File: src/pbd_pkg.sv
// Shared types, constants and helper functions of the pulse beat detector.
package pbd_pkg;

  localparam int WINDOW_DEPTH  = 20;
  localparam int HISTORY_DEPTH = 10;

  localparam int SAMPLE_W = 10;
  localparam int DELTA_W  = 10;
  localparam int PCT_W    = 7;
  localparam int PERIOD_W = 7;
  localparam int MS_W     = 12;
  localparam int QUAL_W   = 2;
  localparam int RATE_W   = 8;

  localparam int WIN_AW  = $clog2(WINDOW_DEPTH);
  localparam int WIN_CW  = $clog2(WINDOW_DEPTH + 1);
  localparam int HIST_AW = (HISTORY_DEPTH > 1) ? $clog2(HISTORY_DEPTH) : 1;
  localparam int HIST_CW = $clog2(HISTORY_DEPTH + 1);

  localparam int MS_MAX           = (1 << MS_W) - 1;
  localparam int SAMPLE_MAX       = (1 << SAMPLE_W) - 1;
  localparam int SUM_W            = $clog2(HISTORY_DEPTH * MS_MAX + 1);
  localparam int SINCE_W          = MS_W + 1;
  localparam int REFR_W           = MS_W + 4;
  localparam int REFR_MUL_SINCE   = 5;
  localparam int REFR_MUL_LAST    = 3;
  localparam int TIMEOUT_INTERVAL = 750;
  localparam int MS_PER_MINUTE    = 60000;
  localparam int RATE_NUM_INT     = MS_PER_MINUTE * HISTORY_DEPTH;
  localparam int NUM_W            = $clog2(RATE_NUM_INT + 1);
  localparam logic [NUM_W-1:0] RATE_NUM = NUM_W'(RATE_NUM_INT);

  // Division by 100 as a multiplication by a scaled reciprocal; exact for
  // every product of a 10-bit amplitude and a 7-bit percent value.
  localparam int PROD_W      = SAMPLE_W + PCT_W;
  localparam int RECIP_W     = 18;
  localparam int RECIP_SHIFT = 24;
  localparam logic [RECIP_W-1:0] RECIP_100 = RECIP_W'(167773);
  localparam int QUO_W       = PROD_W + RECIP_W - RECIP_SHIFT;

  localparam int QUAL_OK_MAX   = 1;
  localparam int QUAL_WEAK_MAX = 5;

  localparam int ADDR_W      = 5;
  localparam int DATA_W      = 32;
  localparam int IN_TDATA_W  = 16;
  localparam int OUT_TDATA_W = 16;
  localparam int OUT_PAD_W   = OUT_TDATA_W - (QUAL_W + 1 + 1 + RATE_W + 1);

  localparam logic [SAMPLE_W-1:0] BASE_LEVEL_RST  = SAMPLE_W'(510);
  localparam logic [DELTA_W-1:0]  MAX_DELTA_RST   = DELTA_W'(30);
  localparam logic [PCT_W-1:0]    AMP_PCT_RST     = PCT_W'(65);
  localparam logic [PERIOD_W-1:0] PERIOD_RST      = PERIOD_W'(10);
  localparam logic [MS_W-1:0]     MIN_INTERVAL_RST = MS_W'(400);
  localparam logic [MS_W-1:0]     TIMEOUT_RST     = MS_W'(2000);

  typedef enum logic [QUAL_W-1:0] {
    QUAL_OK   = 2'd0,
    QUAL_WEAK = 2'd1,
    QUAL_BAD  = 2'd2
  } quality_e;

  typedef enum logic [2:0] {
    REG_BASE_LEVEL   = 3'd0,
    REG_MAX_DELTA    = 3'd1,
    REG_AMP_PCT      = 3'd2,
    REG_PERIOD       = 3'd3,
    REG_MIN_INTERVAL = 3'd4,
    REG_TIMEOUT      = 3'd5
  } reg_idx_e;

  typedef enum logic [2:0] {
    ST_IDLE,
    ST_SCAN,
    ST_PROC,
    ST_RECALC,
    ST_DIV,
    ST_FIN
  } state_e;

  typedef struct packed {
    logic [SAMPLE_W-1:0] thr;
    logic [SAMPLE_W-1:0] floor_lvl;
    logic [SAMPLE_W-1:0] peak_lvl;
  } levels_t;

  typedef struct packed {
    logic     done;
    logic     graded;
    quality_e quality;
  } grade_t;

  function automatic logic [SAMPLE_W-1:0] absdiff(input logic [SAMPLE_W-1:0] a,
                                                  input logic [SAMPLE_W-1:0] b);
    return (a > b) ? (a - b) : (b - a);
  endfunction

endpackage

File: src/pbd_ram.sv
// Generic single-port-write, single-port-read RAM with a registered read.
module pbd_ram #(
  parameter int WIDTH = 8,
  parameter int DEPTH = 16,
  localparam int AW = (DEPTH > 1) ? $clog2(DEPTH) : 1
) (
  input  logic             clk_i,
  input  logic             we_i,
  input  logic [AW-1:0]    waddr_i,
  input  logic [WIDTH-1:0] wdata_i,
  input  logic [AW-1:0]    raddr_i,
  output logic [WIDTH-1:0] rdata_o
);

  logic [WIDTH-1:0] mem_q [DEPTH];
  logic [WIDTH-1:0] rdata_q;

  always_ff @(posedge clk_i) begin
    if (we_i) begin
      mem_q[waddr_i] <= wdata_i;
    end
    rdata_q <= mem_q[raddr_i];
  end

  assign rdata_o = rdata_q;

endmodule

File: src/pbd_grader.sv
// Sample window memory and the scan that grades signal quality.
module pbd_grader (
  input  logic                           clk_i,
  input  logic                           rst_ni,
  input  logic                           start_i,
  input  logic [pbd_pkg::SAMPLE_W-1:0]   sample_i,
  input  pbd_pkg::levels_t               levels_i,
  input  logic [pbd_pkg::SAMPLE_W-1:0]   base_level_i,
  input  logic [pbd_pkg::DELTA_W-1:0]    max_delta_i,
  output pbd_pkg::grade_t                grade_o
);

  localparam int DEPTH = pbd_pkg::WINDOW_DEPTH;
  localparam int AW    = pbd_pkg::WIN_AW;
  localparam int CW    = pbd_pkg::WIN_CW;

  logic [AW-1:0] wptr_q, wptr_d;
  logic [CW-1:0] fill_q, fill_d;
  logic [AW-1:0] raddr_q, raddr_d;
  logic [CW-1:0] cnt_q, cnt_d;
  logic          scan_q, scan_d;
  logic          pend_q, pend_d;
  logic          last_q, last_d;
  logic          skip_q, skip_d;

  logic [pbd_pkg::SAMPLE_W-1:0] rdata;
  logic [pbd_pkg::SAMPLE_W-1:0] ref_lvl;
  logic                         hit;
  logic [CW-1:0]                cnt_sum;
  logic                         full_next;

  pbd_ram #(
    .WIDTH(pbd_pkg::SAMPLE_W),
    .DEPTH(DEPTH)
  ) u_window (
    .clk_i  (clk_i),
    .we_i   (start_i),
    .waddr_i(wptr_q),
    .wdata_i(sample_i),
    .raddr_i(raddr_q),
    .rdata_o(rdata)
  );

  always_comb begin
    ref_lvl = (pbd_pkg::absdiff(levels_i.thr, base_level_i) < max_delta_i) ?
              levels_i.thr : base_level_i;
    hit = (pbd_pkg::absdiff(rdata, ref_lvl) >= max_delta_i) &&
          ((rdata < levels_i.floor_lvl) || (rdata > levels_i.peak_lvl));
    cnt_sum = cnt_q + ((pend_q && hit) ? CW'(1) : CW'(0));
    full_next = (fill_q >= CW'(DEPTH - 1));
  end

  always_comb begin
    wptr_d  = wptr_q;
    fill_d  = fill_q;
    raddr_d = raddr_q;
    cnt_d   = cnt_sum;
    scan_d  = scan_q;
    pend_d  = scan_q;
    last_d  = scan_q && (raddr_q == AW'(DEPTH - 1));
    skip_d  = 1'b0;
    if (scan_q) begin
      raddr_d = (raddr_q == AW'(DEPTH - 1)) ? '0 : raddr_q + AW'(1);
      if (raddr_q == AW'(DEPTH - 1)) begin
        scan_d = 1'b0;
      end
    end
    if (start_i) begin
      wptr_d = (wptr_q == AW'(DEPTH - 1)) ? '0 : wptr_q + AW'(1);
      fill_d = (fill_q == CW'(DEPTH)) ? fill_q : fill_q + CW'(1);
      cnt_d  = '0;
      if (full_next) begin
        scan_d  = 1'b1;
        raddr_d = '0;
      end else begin
        skip_d = 1'b1;
      end
    end
  end

  always_ff @(posedge clk_i or negedge rst_ni) begin
    if (!rst_ni) begin
      wptr_q  <= '0;
      fill_q  <= '0;
      raddr_q <= '0;
      cnt_q   <= '0;
      scan_q  <= 1'b0;
      pend_q  <= 1'b0;
      last_q  <= 1'b0;
      skip_q  <= 1'b0;
    end else begin
      wptr_q  <= wptr_d;
      fill_q  <= fill_d;
      raddr_q <= raddr_d;
      cnt_q   <= cnt_d;
      scan_q  <= scan_d;
      pend_q  <= pend_d;
      last_q  <= last_d;
      skip_q  <= skip_d;
    end
  end

  always_comb begin
    grade_o.done   = skip_q || last_q;
    grade_o.graded = last_q;
    priority if (cnt_sum <= CW'(pbd_pkg::QUAL_OK_MAX)) begin
      grade_o.quality = pbd_pkg::QUAL_OK;
    end else if (cnt_sum <= CW'(pbd_pkg::QUAL_WEAK_MAX)) begin
      grade_o.quality = pbd_pkg::QUAL_WEAK;
    end else begin
      grade_o.quality = pbd_pkg::QUAL_BAD;
    end
  end

endmodule

File: src/pbd_rate_div.sv
// Iterative divider that turns the interval sum into a saturated beat rate.
module pbd_rate_div (
  input  logic                         clk_i,
  input  logic                         rst_ni,
  input  logic                         start_i,
  input  logic [pbd_pkg::SUM_W-1:0]    sum_i,
  output logic                         done_o,
  output logic [pbd_pkg::RATE_W-1:0]   rate_o
);

  localparam int SW = pbd_pkg::SUM_W;
  localparam int RW = pbd_pkg::RATE_W;
  localparam int IW = $clog2(RW);
  localparam logic [SW-1:0] REM_INIT = SW'(pbd_pkg::RATE_NUM >> RW);
  localparam logic [RW-1:0] NUM_LOW  = pbd_pkg::RATE_NUM[RW-1:0];

  logic          busy_q, busy_d;
  logic          done_q, done_d;
  logic [IW-1:0] idx_q, idx_d;
  logic [SW-1:0] rem_q, rem_d;
  logic [SW-1:0] div_q, div_d;
  logic [RW-1:0] quo_q, quo_d;

  logic          sat;
  logic [SW:0]   rem_sh;
  logic          ge;

  always_comb begin
    sat    = {sum_i, RW'(0)} <= (SW + RW)'(pbd_pkg::RATE_NUM);
    rem_sh = {rem_q, NUM_LOW[idx_q]};
    ge     = rem_sh >= {1'b0, div_q};
  end

  always_comb begin
    busy_d = busy_q;
    done_d = 1'b0;
    idx_d  = idx_q;
    rem_d  = rem_q;
    div_d  = div_q;
    quo_d  = quo_q;
    if (start_i) begin
      if (sat) begin
        quo_d  = '1;
        done_d = 1'b1;
      end else begin
        rem_d  = REM_INIT;
        div_d  = sum_i;
        idx_d  = IW'(RW - 1);
        busy_d = 1'b1;
      end
    end else if (busy_q) begin
      quo_d = {quo_q[RW-2:0], ge};
      rem_d = ge ? SW'(rem_sh - {1'b0, div_q}) : SW'(rem_sh);
      if (idx_q == '0) begin
        busy_d = 1'b0;
        done_d = 1'b1;
      end else begin
        idx_d = idx_q - IW'(1);
      end
    end
  end

  always_ff @(posedge clk_i or negedge rst_ni) begin
    if (!rst_ni) begin
      busy_q <= 1'b0;
      done_q <= 1'b0;
      idx_q  <= '0;
    end else begin
      busy_q <= busy_d;
      done_q <= done_d;
      idx_q  <= idx_d;
    end
  end

  always_ff @(posedge clk_i) begin
    rem_q <= rem_d;
    div_q <= div_d;
    quo_q <= quo_d;
  end

  assign done_o = done_q;
  assign rate_o = quo_q;

endmodule

File: src/pulse_beat_detector.sv
// Pulse beat detector top level: control, level tracking and beat history.
// Use: one 10-bit pulse-sensor word enters on the s_axis channel per sample;
// for every accepted word exactly one result word leaves on m_axis, in order.
// Registers are to be written over the APB port only while no word is in
// flight; the block itself does not enforce this. An accepted word is
// graded in the scan state; before the sample window has filled, the scan
// is skipped. Once the window is full, every word scans the whole window
// memory, one entry per cycle. An ok grade leads through the proc and
// recalc states to fin, any other grade goes straight to fin. A beat that
// leaves the interval history full runs the rate divider in the divide
// state, one quotient bit per cycle.
// The next word is accepted only after the result of the previous one has
// moved into the output register; a stalled receiver holds that register,
// and the block takes one more word and then waits with its result.
// Reset clears the window fill count, the tracking levels (to the reset
// base level), timing state, the history fill count and the rate. No
// memory clearing pass is needed.
module pulse_beat_detector (
  input  logic                                clk_i,
  input  logic                                rst_ni,
  input  logic                                s_axis_tvalid,
  output logic                                s_axis_tready,
  input  logic [pbd_pkg::IN_TDATA_W-1:0]      s_axis_tdata,   // [9:0] sample
  output logic                                m_axis_tvalid,
  input  logic                                m_axis_tready,
  // [1:0] quality, [2] beat, [3] rate_valid, [11:4] beats_per_minute, [12] in_pulse
  output logic [pbd_pkg::OUT_TDATA_W-1:0]     m_axis_tdata,
  input  logic                                psel,
  input  logic                                penable,
  input  logic                                pwrite,
  input  logic [pbd_pkg::ADDR_W-1:0]          paddr,
  input  logic [pbd_pkg::DATA_W-1:0]          pwdata,
  output logic [pbd_pkg::DATA_W-1:0]          prdata,
  output logic                                pready
);

  localparam int SW  = pbd_pkg::SAMPLE_W;
  localparam int MW  = pbd_pkg::MS_W;
  localparam int HD  = pbd_pkg::HISTORY_DEPTH;
  localparam int HAW = pbd_pkg::HIST_AW;
  localparam int HCW = pbd_pkg::HIST_CW;
  localparam int UW  = pbd_pkg::SUM_W;
  localparam int NW  = pbd_pkg::SINCE_W;
  localparam int FW  = pbd_pkg::REFR_W;
  localparam int PW  = pbd_pkg::PROD_W;
  localparam int QW  = pbd_pkg::QUO_W;

  logic [SW-1:0]                base_q, base_d;
  logic [pbd_pkg::DELTA_W-1:0]  delta_q, delta_d;
  logic [pbd_pkg::PCT_W-1:0]    pct_q, pct_d;
  logic [pbd_pkg::PERIOD_W-1:0] period_q, period_d;
  logic [MW-1:0]                min_iv_q, min_iv_d;
  logic [MW-1:0]                tmo_q, tmo_d;

  pbd_pkg::state_e   state_q, state_d;
  pbd_pkg::quality_e quality_q, quality_d;
  logic [SW-1:0]     thr_q, thr_d;
  logic [SW-1:0]     floor_q, floor_d;
  logic [SW-1:0]     peak_q, peak_d;
  logic [MW-1:0]     elapsed_q, elapsed_d;
  logic [MW-1:0]     last_q, last_d;
  logic              pulse_q, pulse_d;
  logic [HAW-1:0]    hptr_q, hptr_d;
  logic [HCW-1:0]    hfill_q, hfill_d;
  logic [UW-1:0]     sum_q, sum_d;
  logic [pbd_pkg::RATE_W-1:0] rate_q, rate_d;
  logic              m_tvalid_q, m_tvalid_d;

  logic [SW-1:0]     sample_q, sample_d;
  logic              beat_q, beat_d;
  logic              recalc_q, recalc_d;
  logic              divgo_q, divgo_d;
  logic [PW-1:0]     prod_q, prod_d;
  logic [pbd_pkg::OUT_TDATA_W-1:0] m_tdata_q, m_tdata_d;

  logic accept, grade_start, div_start, out_load, cfg_wr;

  pbd_pkg::levels_t levels;
  pbd_pkg::grade_t  grade;
  logic             div_done;
  logic [pbd_pkg::RATE_W-1:0] div_rate;

  logic [MW-1:0] oldest_raw, oldest;
  logic          hist_we;

  logic [NW-1:0] since;
  logic          refr_over, s_lt_thr, s_gt_thr, beat, fall, tmo;
  logic [SW-1:0] floor_n, peak_n, amp;
  logic [MW-1:0] iv;
  logic [PW+pbd_pkg::RECIP_W-1:0] recip_prod;
  logic [QW:0]   cand_raw;
  logic [SW-1:0] cand, thr_new;
  logic          rate_valid;

  assign levels.thr       = thr_q;
  assign levels.floor_lvl = floor_q;
  assign levels.peak_lvl  = peak_q;

  pbd_grader u_grader (
    .clk_i       (clk_i),
    .rst_ni      (rst_ni),
    .start_i     (grade_start),
    .sample_i    (s_axis_tdata[SW-1:0]),
    .levels_i    (levels),
    .base_level_i(base_q),
    .max_delta_i (delta_q),
    .grade_o     (grade)
  );

  pbd_ram #(
    .WIDTH(MW),
    .DEPTH(HD)
  ) u_history (
    .clk_i  (clk_i),
    .we_i   (hist_we),
    .waddr_i(hptr_q),
    .wdata_i(iv),
    .raddr_i(hptr_q),
    .rdata_o(oldest_raw)
  );

  pbd_rate_div u_rate_div (
    .clk_i  (clk_i),
    .rst_ni (rst_ni),
    .start_i(div_start),
    .sum_i  (sum_q),
    .done_o (div_done),
    .rate_o (div_rate)
  );

  // Configuration port.
  assign pready = 1'b1;
  assign cfg_wr = psel && penable && pwrite;

  always_comb begin
    base_d   = base_q;
    delta_d  = delta_q;
    pct_d    = pct_q;
    period_d = period_q;
    min_iv_d = min_iv_q;
    tmo_d    = tmo_q;
    if (cfg_wr) begin
      unique case (paddr[4:2])
        pbd_pkg::REG_BASE_LEVEL:   base_d   = pwdata[SW-1:0];
        pbd_pkg::REG_MAX_DELTA:    delta_d  = pwdata[pbd_pkg::DELTA_W-1:0];
        pbd_pkg::REG_AMP_PCT:      pct_d    = pwdata[pbd_pkg::PCT_W-1:0];
        pbd_pkg::REG_PERIOD:       period_d = pwdata[pbd_pkg::PERIOD_W-1:0];
        pbd_pkg::REG_MIN_INTERVAL: min_iv_d = pwdata[MW-1:0];
        pbd_pkg::REG_TIMEOUT:      tmo_d    = pwdata[MW-1:0];
        default: begin
        end
      endcase
    end
  end

  always_comb begin
    unique case (paddr[4:2])
      pbd_pkg::REG_BASE_LEVEL:   prdata = pbd_pkg::DATA_W'(base_q);
      pbd_pkg::REG_MAX_DELTA:    prdata = pbd_pkg::DATA_W'(delta_q);
      pbd_pkg::REG_AMP_PCT:      prdata = pbd_pkg::DATA_W'(pct_q);
      pbd_pkg::REG_PERIOD:       prdata = pbd_pkg::DATA_W'(period_q);
      pbd_pkg::REG_MIN_INTERVAL: prdata = pbd_pkg::DATA_W'(min_iv_q);
      pbd_pkg::REG_TIMEOUT:      prdata = pbd_pkg::DATA_W'(tmo_q);
      default:                   prdata = '0;
    endcase
  end

  // Per-sample tracking, evaluated from the state held before this sample.
  always_comb begin
    since     = NW'(elapsed_q) + NW'(period_q);
    refr_over = (FW'(since) * FW'(pbd_pkg::REFR_MUL_SINCE)) >
                (FW'(last_q) * FW'(pbd_pkg::REFR_MUL_LAST));
    s_lt_thr  = sample_q < thr_q;
    s_gt_thr  = sample_q > thr_q;
    floor_n   = (s_lt_thr && refr_over && (sample_q < floor_q)) ? sample_q : floor_q;
    peak_n    = (s_gt_thr && (sample_q > peak_q)) ? sample_q : peak_q;
    beat      = (since > NW'(min_iv_q)) && s_gt_thr && !pulse_q && refr_over;
    iv        = (since > NW'(pbd_pkg::MS_MAX)) ? MW'(pbd_pkg::MS_MAX) : since[MW-1:0];
    fall      = s_lt_thr && pulse_q;
    tmo       = since > NW'(tmo_q);
    amp       = (peak_n > floor_n) ? (peak_n - floor_n) : '0;
    oldest    = (hfill_q == HCW'(HD)) ? oldest_raw : '0;
    hist_we   = (state_q == pbd_pkg::ST_PROC) && beat;
  end

  // Threshold recalculation from the registered amplitude product.
  always_comb begin
    recip_prod = (PW + pbd_pkg::RECIP_W)'(prod_q) *
                 (PW + pbd_pkg::RECIP_W)'(pbd_pkg::RECIP_100);
    cand_raw   = (QW + 1)'(floor_q) +
                 (QW + 1)'(recip_prod[pbd_pkg::RECIP_SHIFT +: QW]);
    cand       = (cand_raw > (QW + 1)'(pbd_pkg::SAMPLE_MAX)) ?
                 SW'(pbd_pkg::SAMPLE_MAX) : cand_raw[SW-1:0];
    thr_new    = (pbd_pkg::absdiff(cand, thr_q) <= delta_q) ? cand : thr_q;
  end

  always_comb begin
    state_d = state_q;
    unique case (state_q)
      pbd_pkg::ST_IDLE: begin
        if (accept) begin
          state_d = pbd_pkg::ST_SCAN;
        end
      end
      pbd_pkg::ST_SCAN: begin
        if (grade.done) begin
          state_d = (quality_d == pbd_pkg::QUAL_OK) ? pbd_pkg::ST_PROC : pbd_pkg::ST_FIN;
        end
      end
      pbd_pkg::ST_PROC: begin
        state_d = pbd_pkg::ST_RECALC;
      end
      pbd_pkg::ST_RECALC: begin
        state_d = divgo_q ? pbd_pkg::ST_DIV : pbd_pkg::ST_FIN;
      end
      pbd_pkg::ST_DIV: begin
        if (div_done) begin
          state_d = pbd_pkg::ST_FIN;
        end
      end
      pbd_pkg::ST_FIN: begin
        if (out_load) begin
          state_d = pbd_pkg::ST_IDLE;
        end
      end
      default: state_d = pbd_pkg::ST_IDLE;
    endcase
  end

  always_comb begin
    s_axis_tready = state_q == pbd_pkg::ST_IDLE;
    accept        = s_axis_tvalid && s_axis_tready;
    grade_start   = accept;
    div_start     = (state_q == pbd_pkg::ST_RECALC) && divgo_q;
    out_load      = (state_q == pbd_pkg::ST_FIN) && (!m_tvalid_q || m_axis_tready);
  end

  always_comb begin
    quality_d = quality_q;
    thr_d     = thr_q;
    floor_d   = floor_q;
    peak_d    = peak_q;
    elapsed_d = elapsed_q;
    last_d    = last_q;
    pulse_d   = pulse_q;
    hptr_d    = hptr_q;
    hfill_d   = hfill_q;
    sum_d     = sum_q;
    rate_d    = rate_q;
    sample_d  = sample_q;
    beat_d    = beat_q;
    recalc_d  = recalc_q;
    divgo_d   = divgo_q;
    prod_d    = prod_q;

    if (accept) begin
      sample_d = s_axis_tdata[SW-1:0];
      beat_d   = 1'b0;
      recalc_d = 1'b0;
      divgo_d  = 1'b0;
    end
    if (grade.done && grade.graded) begin
      quality_d = grade.quality;
    end
    if (state_q == pbd_pkg::ST_PROC) begin
      floor_d   = floor_n;
      peak_d    = peak_n;
      beat_d    = beat;
      pulse_d   = (pulse_q || beat) && !fall && !tmo;
      elapsed_d = (beat || tmo) ? '0 : since[MW-1:0];
      last_d    = tmo ? MW'(pbd_pkg::TIMEOUT_INTERVAL) : (beat ? iv : last_q);
      recalc_d  = fall || tmo;
      prod_d    = PW'(amp) * PW'(pct_q);
      if (beat) begin
        hptr_d  = (hptr_q == HAW'(HD - 1)) ? '0 : hptr_q + HAW'(1);
        hfill_d = (hfill_q == HCW'(HD)) ? hfill_q : hfill_q + HCW'(1);
        sum_d   = sum_q - UW'(oldest) + UW'(iv);
        divgo_d = hfill_q >= HCW'(HD - 1);
      end
    end
    if ((state_q == pbd_pkg::ST_RECALC) && recalc_q) begin
      thr_d   = thr_new;
      floor_d = thr_new;
      peak_d  = thr_new;
    end
    if (div_done) begin
      rate_d = div_rate;
    end
  end

  always_comb begin
    rate_valid = hfill_q == HCW'(HD);
    m_tvalid_d = out_load ? 1'b1 : (m_axis_tready ? 1'b0 : m_tvalid_q);
    m_tdata_d  = m_tdata_q;
    if (out_load) begin
      m_tdata_d = {{pbd_pkg::OUT_PAD_W{1'b0}}, pulse_q,
                   (rate_valid ? rate_q : '0), rate_valid, beat_q, quality_q};
    end
  end

  always_ff @(posedge clk_i or negedge rst_ni) begin
    if (!rst_ni) begin
      base_q     <= pbd_pkg::BASE_LEVEL_RST;
      delta_q    <= pbd_pkg::MAX_DELTA_RST;
      pct_q      <= pbd_pkg::AMP_PCT_RST;
      period_q   <= pbd_pkg::PERIOD_RST;
      min_iv_q   <= pbd_pkg::MIN_INTERVAL_RST;
      tmo_q      <= pbd_pkg::TIMEOUT_RST;
      state_q    <= pbd_pkg::ST_IDLE;
      quality_q  <= pbd_pkg::QUAL_OK;
      thr_q      <= pbd_pkg::BASE_LEVEL_RST;
      floor_q    <= pbd_pkg::BASE_LEVEL_RST;
      peak_q     <= pbd_pkg::BASE_LEVEL_RST;
      elapsed_q  <= '0;
      last_q     <= '0;
      pulse_q    <= 1'b0;
      hptr_q     <= '0;
      hfill_q    <= '0;
      sum_q      <= '0;
      rate_q     <= '0;
      m_tvalid_q <= 1'b0;
    end else begin
      base_q     <= base_d;
      delta_q    <= delta_d;
      pct_q      <= pct_d;
      period_q   <= period_d;
      min_iv_q   <= min_iv_d;
      tmo_q      <= tmo_d;
      state_q    <= state_d;
      quality_q  <= quality_d;
      thr_q      <= thr_d;
      floor_q    <= floor_d;
      peak_q     <= peak_d;
      elapsed_q  <= elapsed_d;
      last_q     <= last_d;
      pulse_q    <= pulse_d;
      hptr_q     <= hptr_d;
      hfill_q    <= hfill_d;
      sum_q      <= sum_d;
      rate_q     <= rate_d;
      m_tvalid_q <= m_tvalid_d;
    end
  end

  always_ff @(posedge clk_i) begin
    sample_q  <= sample_d;
    beat_q    <= beat_d;
    recalc_q  <= recalc_d;
    divgo_q   <= divgo_d;
    prod_q    <= prod_d;
    m_tdata_q <= m_tdata_d;
  end

  assign m_axis_tvalid = m_tvalid_q;
  assign m_axis_tdata  = m_tdata_q;

`ifndef SYNTHESIS
  a_grade_in_scan: assert property (@(posedge clk_i) disable iff (!rst_ni)
    grade.done |-> (state_q == pbd_pkg::ST_SCAN))
    else $error("Window grading finished outside the scan state.");

  a_div_in_div: assert property (@(posedge clk_i) disable iff (!rst_ni)
    div_done |-> (state_q == pbd_pkg::ST_DIV))
    else $error("Rate divider finished outside the divide state.");

  a_accept_starts_scan: assert property (@(posedge clk_i) disable iff (!rst_ni)
    (s_axis_tvalid && s_axis_tready) |=> (state_q == pbd_pkg::ST_SCAN))
    else $error("Accepted word did not start a window scan.");
`endif

endmodule

File: config.mk
export PLATFORM = sky130hd
export DESIGN_NAME = pulse_beat_detector
export DESIGN_NICKNAME = d
export VERILOG_FILES = /design/src/pbd_pkg.sv /design/src/pbd_ram.sv /design/src/pbd_grader.sv /design/src/pbd_rate_div.sv /design/src/pulse_beat_detector.sv
export SDC_FILE = /design/constraint.sdc
export NUM_CORES = 2
export LEC_CHECK = 0
export ABC_AREA = 0
export BUFFER_PORTS_ARGS = -buffer_cell sky130_fd_sc_hd__buf_2
export CORE_ASPECT_RATIO = 1.5
export CORE_MARGIN = 2
export CORE_UTILIZATION = 58
export DETAILED_ROUTE_END_ITERATION = 10
export GPL_TIMING_DRIVEN = 0
export PLACE_DENSITY = 0.75
export SYNTH_ARGS = -nofsm -noshare
export SYNTH_HDL_FRONTEND = slang
export SYNTH_SLANG_ARGS = --single-unit
File: constraint.sdc
create_clock -name clk_i -period 27.9 [get_ports clk_i]
set_input_delay 5.58 -clock clk_i [delete_from_list [all_inputs] [get_ports clk_i]]
set_output_delay 5.58 -clock clk_i [all_outputs]
set_load 0.03 [all_outputs]
==> flow_metrics.tcl <==
set metrics [dict create \
    fp-row-count 119 \
    run_status "complete, no violations" \
    cts_resized 0 \
    rsz0062_at_grt "false" \
    dpl.hpwl_mm 78.8 \
    slowest_stage "o41ai_1" \
    grt_pass1_wl_mm 160 \
    initial_core_util 0.585 \
    dieArea_mm2 0.0728 \
    synth_enable_flop_cells 402 \
    vias_per_cell 5.97 \
    die_y_um 329 \
    cp_common_cell "a21oi_1" \
    drtAntennaViolNets 0 \
    first_global_vias 28625 \
    timing.critical_path.buf_inv 9 \
    place_congestion 0.953 \
    synth_cell_types 90 \
    antenna_found_initial 5 \
    synth-seq-area-share 0.418 \
    root_buffer "clkbuf_16" \
    yosys-top-cells-area "edfxtp_1, ha_1, fa_1, dfrtp_1, mux4_2" \
    cts_num_sinks 605 \
    drive_above_1_share 0.121 \
    period_share 0.516 \
    worst_setup_path_end_kind "register" \
    hold_violations 0 \
    syn_area_per_cell_um2 11.7 \
    io_buffers 58 \
    grt_start_max_net_pins 104 \
    crit_family "compound AO/OA/AOI/OAI gates" \
    cts_setup_buffers 0 \
    path_max_fanout 10 \
    layout.nets 4328 \
    cts.path.max_buffers 3 \
    coreArea_mm2 0.0700 \
    grtUsageTotal 0.283 \
    synth_top_area_cell "edfxtp_1" \
    synth_ff_type "edfxtp_1" \
    synth-seq-cells 605 \
    synth_area_mm2 0.0409 \
    ys_warn_count 0 \
    ios 111 \
    period_minus_slack_ps 14390 \
    syn_inst 3497 \
    synth.top_cell.area_share 0.295 \
    cts.htree.levels 2 \
    synthArstFlopShare 0.298 \
    cp_data_arrival_time_ps 14800 \
    vias 27429 \
    wl_per_cell_um 22.2 \
    wl_mm 102 \
    clkTransAtPathRegs_ps 70 \
    fin_tns_setup_ps 0 \
    tritoncts "yes" \
    cts_hold_buf 0 \
    cpPeakStageDelay_ps 680 \
    max_cap_violations 0 \
    grt_remaining_overflow 0 \
    hp-class "register to register" \
    drc 0 \
    setup_violations 0 \
    max_slew_margin 0.124 \
    die_x_um 221 \
    worstMarginPinSlew_ps 1310 \
    drtIter0Drc 1853 \
    start_kind "register" \
    cp_data_required_time_ps 28310 \
    cts_buffers 53 \
    max_freq_ghz 0.0695 \
    fin_worst_skew_ps 41.8 \
    drv_slew 0 \
    area_growth_pct 8.66 \
    firstDrtPassIters 6 \
    insertion_delay_ps 630 \
    path_class "register to register" \
]
-- worst paths after layout --
kind | start | endpoint | slack [ps] | depth (start not counted)
min | beat_q$_SDFFCE_PN0P_ | m_axis_tdata[2]$_DFFE_PP_ | 420 | 0
max in group asynchronous | rst_ni | u_grader.raddr_q[0]$_DFF_PN0_ | 21950 | 2
max reg2reg | period_q[1]$_DFFE_PN1P_ | prod_q[16]$_DFFE_PP_ | 13510 | 55
min in group asynchronous | rst_ni | rate_q[4]$_DFFE_PN0P_ | 4940 | 1
min reg2reg | beat_q$_SDFFCE_PN0P_ | m_axis_tdata[2]$_DFFE_PP_ | 420 | 0
max | period_q[1]$_DFFE_PN1P_ | prod_q[16]$_DFFE_PP_ | 13510 | 55
-- layout by cell type, fill, tap and decap left out, types with 33 or more instances in the layout --
cell type  instances
ha_1             457
inv_1            438
edfxtp_1         402
nand2_1          181
fa_1             172
nor2_1           150
a21oi_1          143
o21ai_0          134
dfrtp_1          131
xnor2_1           94
clkbuf_1          90
mux4_2            88
mux2_2            85
a21o_1            74
mux2i_1           69
buf_2             61
nand3_1           58
clkbuf_16         54
dfstp_2           49
and2_1            45
nor3_1            45
nor2b_1           44
nand2b_1          40
nand4_1           37
nor3b_1           35
xor2_1            33
-- per-layer routing --
metal | global-route usage | part of all wire | vias up
met3 | 0.0291 | 0.042 | 276
met2 | 0.517 | 0.52 | 781
met5 | 0 | 0.00028 | -
met4 | 0.165 | 0.064 | 4
li1 | - | - | 12696
met1 | 0.323 | 0.37 | 13672
-- cells by family after synthesis --
logic type,count (synthesis),share of synthesized area
AO/OA/AOI/OAI,600,0.0975
adder cells (fa/ha/maj),630,0.224
flip-flops,605,0.418
XOR/XNOR,128,0.0276
multiplexers,244,0.0893
buffers and inverters,568,0.0546
other,2,0.000183
AND/OR/NAND/NOR,720,0.0892
-- registers in the layout, indices dropped and copies added (netlist names), 13 cells and up --
signal and count:
u_grader.u_window.mem_q 200, u_history.mem_q 120, prod_q 17, sum_q 16
u_rate_div.div_q 16, u_rate_div.rem_q 16, m_axis_tdata 13
-- cell usage after synthesis (all sizes together), types with 86 or more instances --
cell,number
o21ai,138
fa,172
edfxtp,402
xnor2,94
ha,457
a21oi,143
nand2,183
clkbuf,86
dfrtp,131
mux4,88
inv,438
mux2,86
nor2,154
-- worst register-to-register path: cells and delay by family, from the launching register on --
family / cells / cell delay (ps)
AO/OA/AOI/OAI: 21 / 5150
adder cells (fa/ha/maj): 11 / 4200
buffers and inverters: 9 / 1690
AND/OR/NAND/NOR: 11 / 1600
XOR/XNOR: 3 / 990
flip-flops: 1 / 560
-- final cells by class --
cell class / instances / area [um2]
Antenna cell: 3 / 7.51
Buffer: 129 / 588
Clock buffer: 59 / 1370
Clock inverter: 41 / 522
Fill cell: 5469 / 25500
Inverter: 439 / 1650
Multi-Input combinational cell: 2346 / 21700
Sequential cell: 605 / 17100
Tap cell: 907 / 1130
Timing Repair Buffer: 65 / 394
-- stage by stage --
step / hold slack [ps] / instances / utilization / setup WS [ps] / instance area [um2]
final: 425 / 4594 / 0.636 / 13510 / 44500
after global routing: 433 / 4594 / 0.636 / 12560 / 44500
after CTS: 428 / 4591 / 0.635 / 13490 / 44500
after detailed placement: 411 / 4491 / 0.608 / 13590 / 42600
after global placement: 403 / 4484 / 0.607 / 13550 / 42400
after floorplan: 400 / 3519 / - / 15370 / 41000
Power is not shown: default switching activity piles up to over one toggle a cycle in this logic, so the estimate is an artifact.
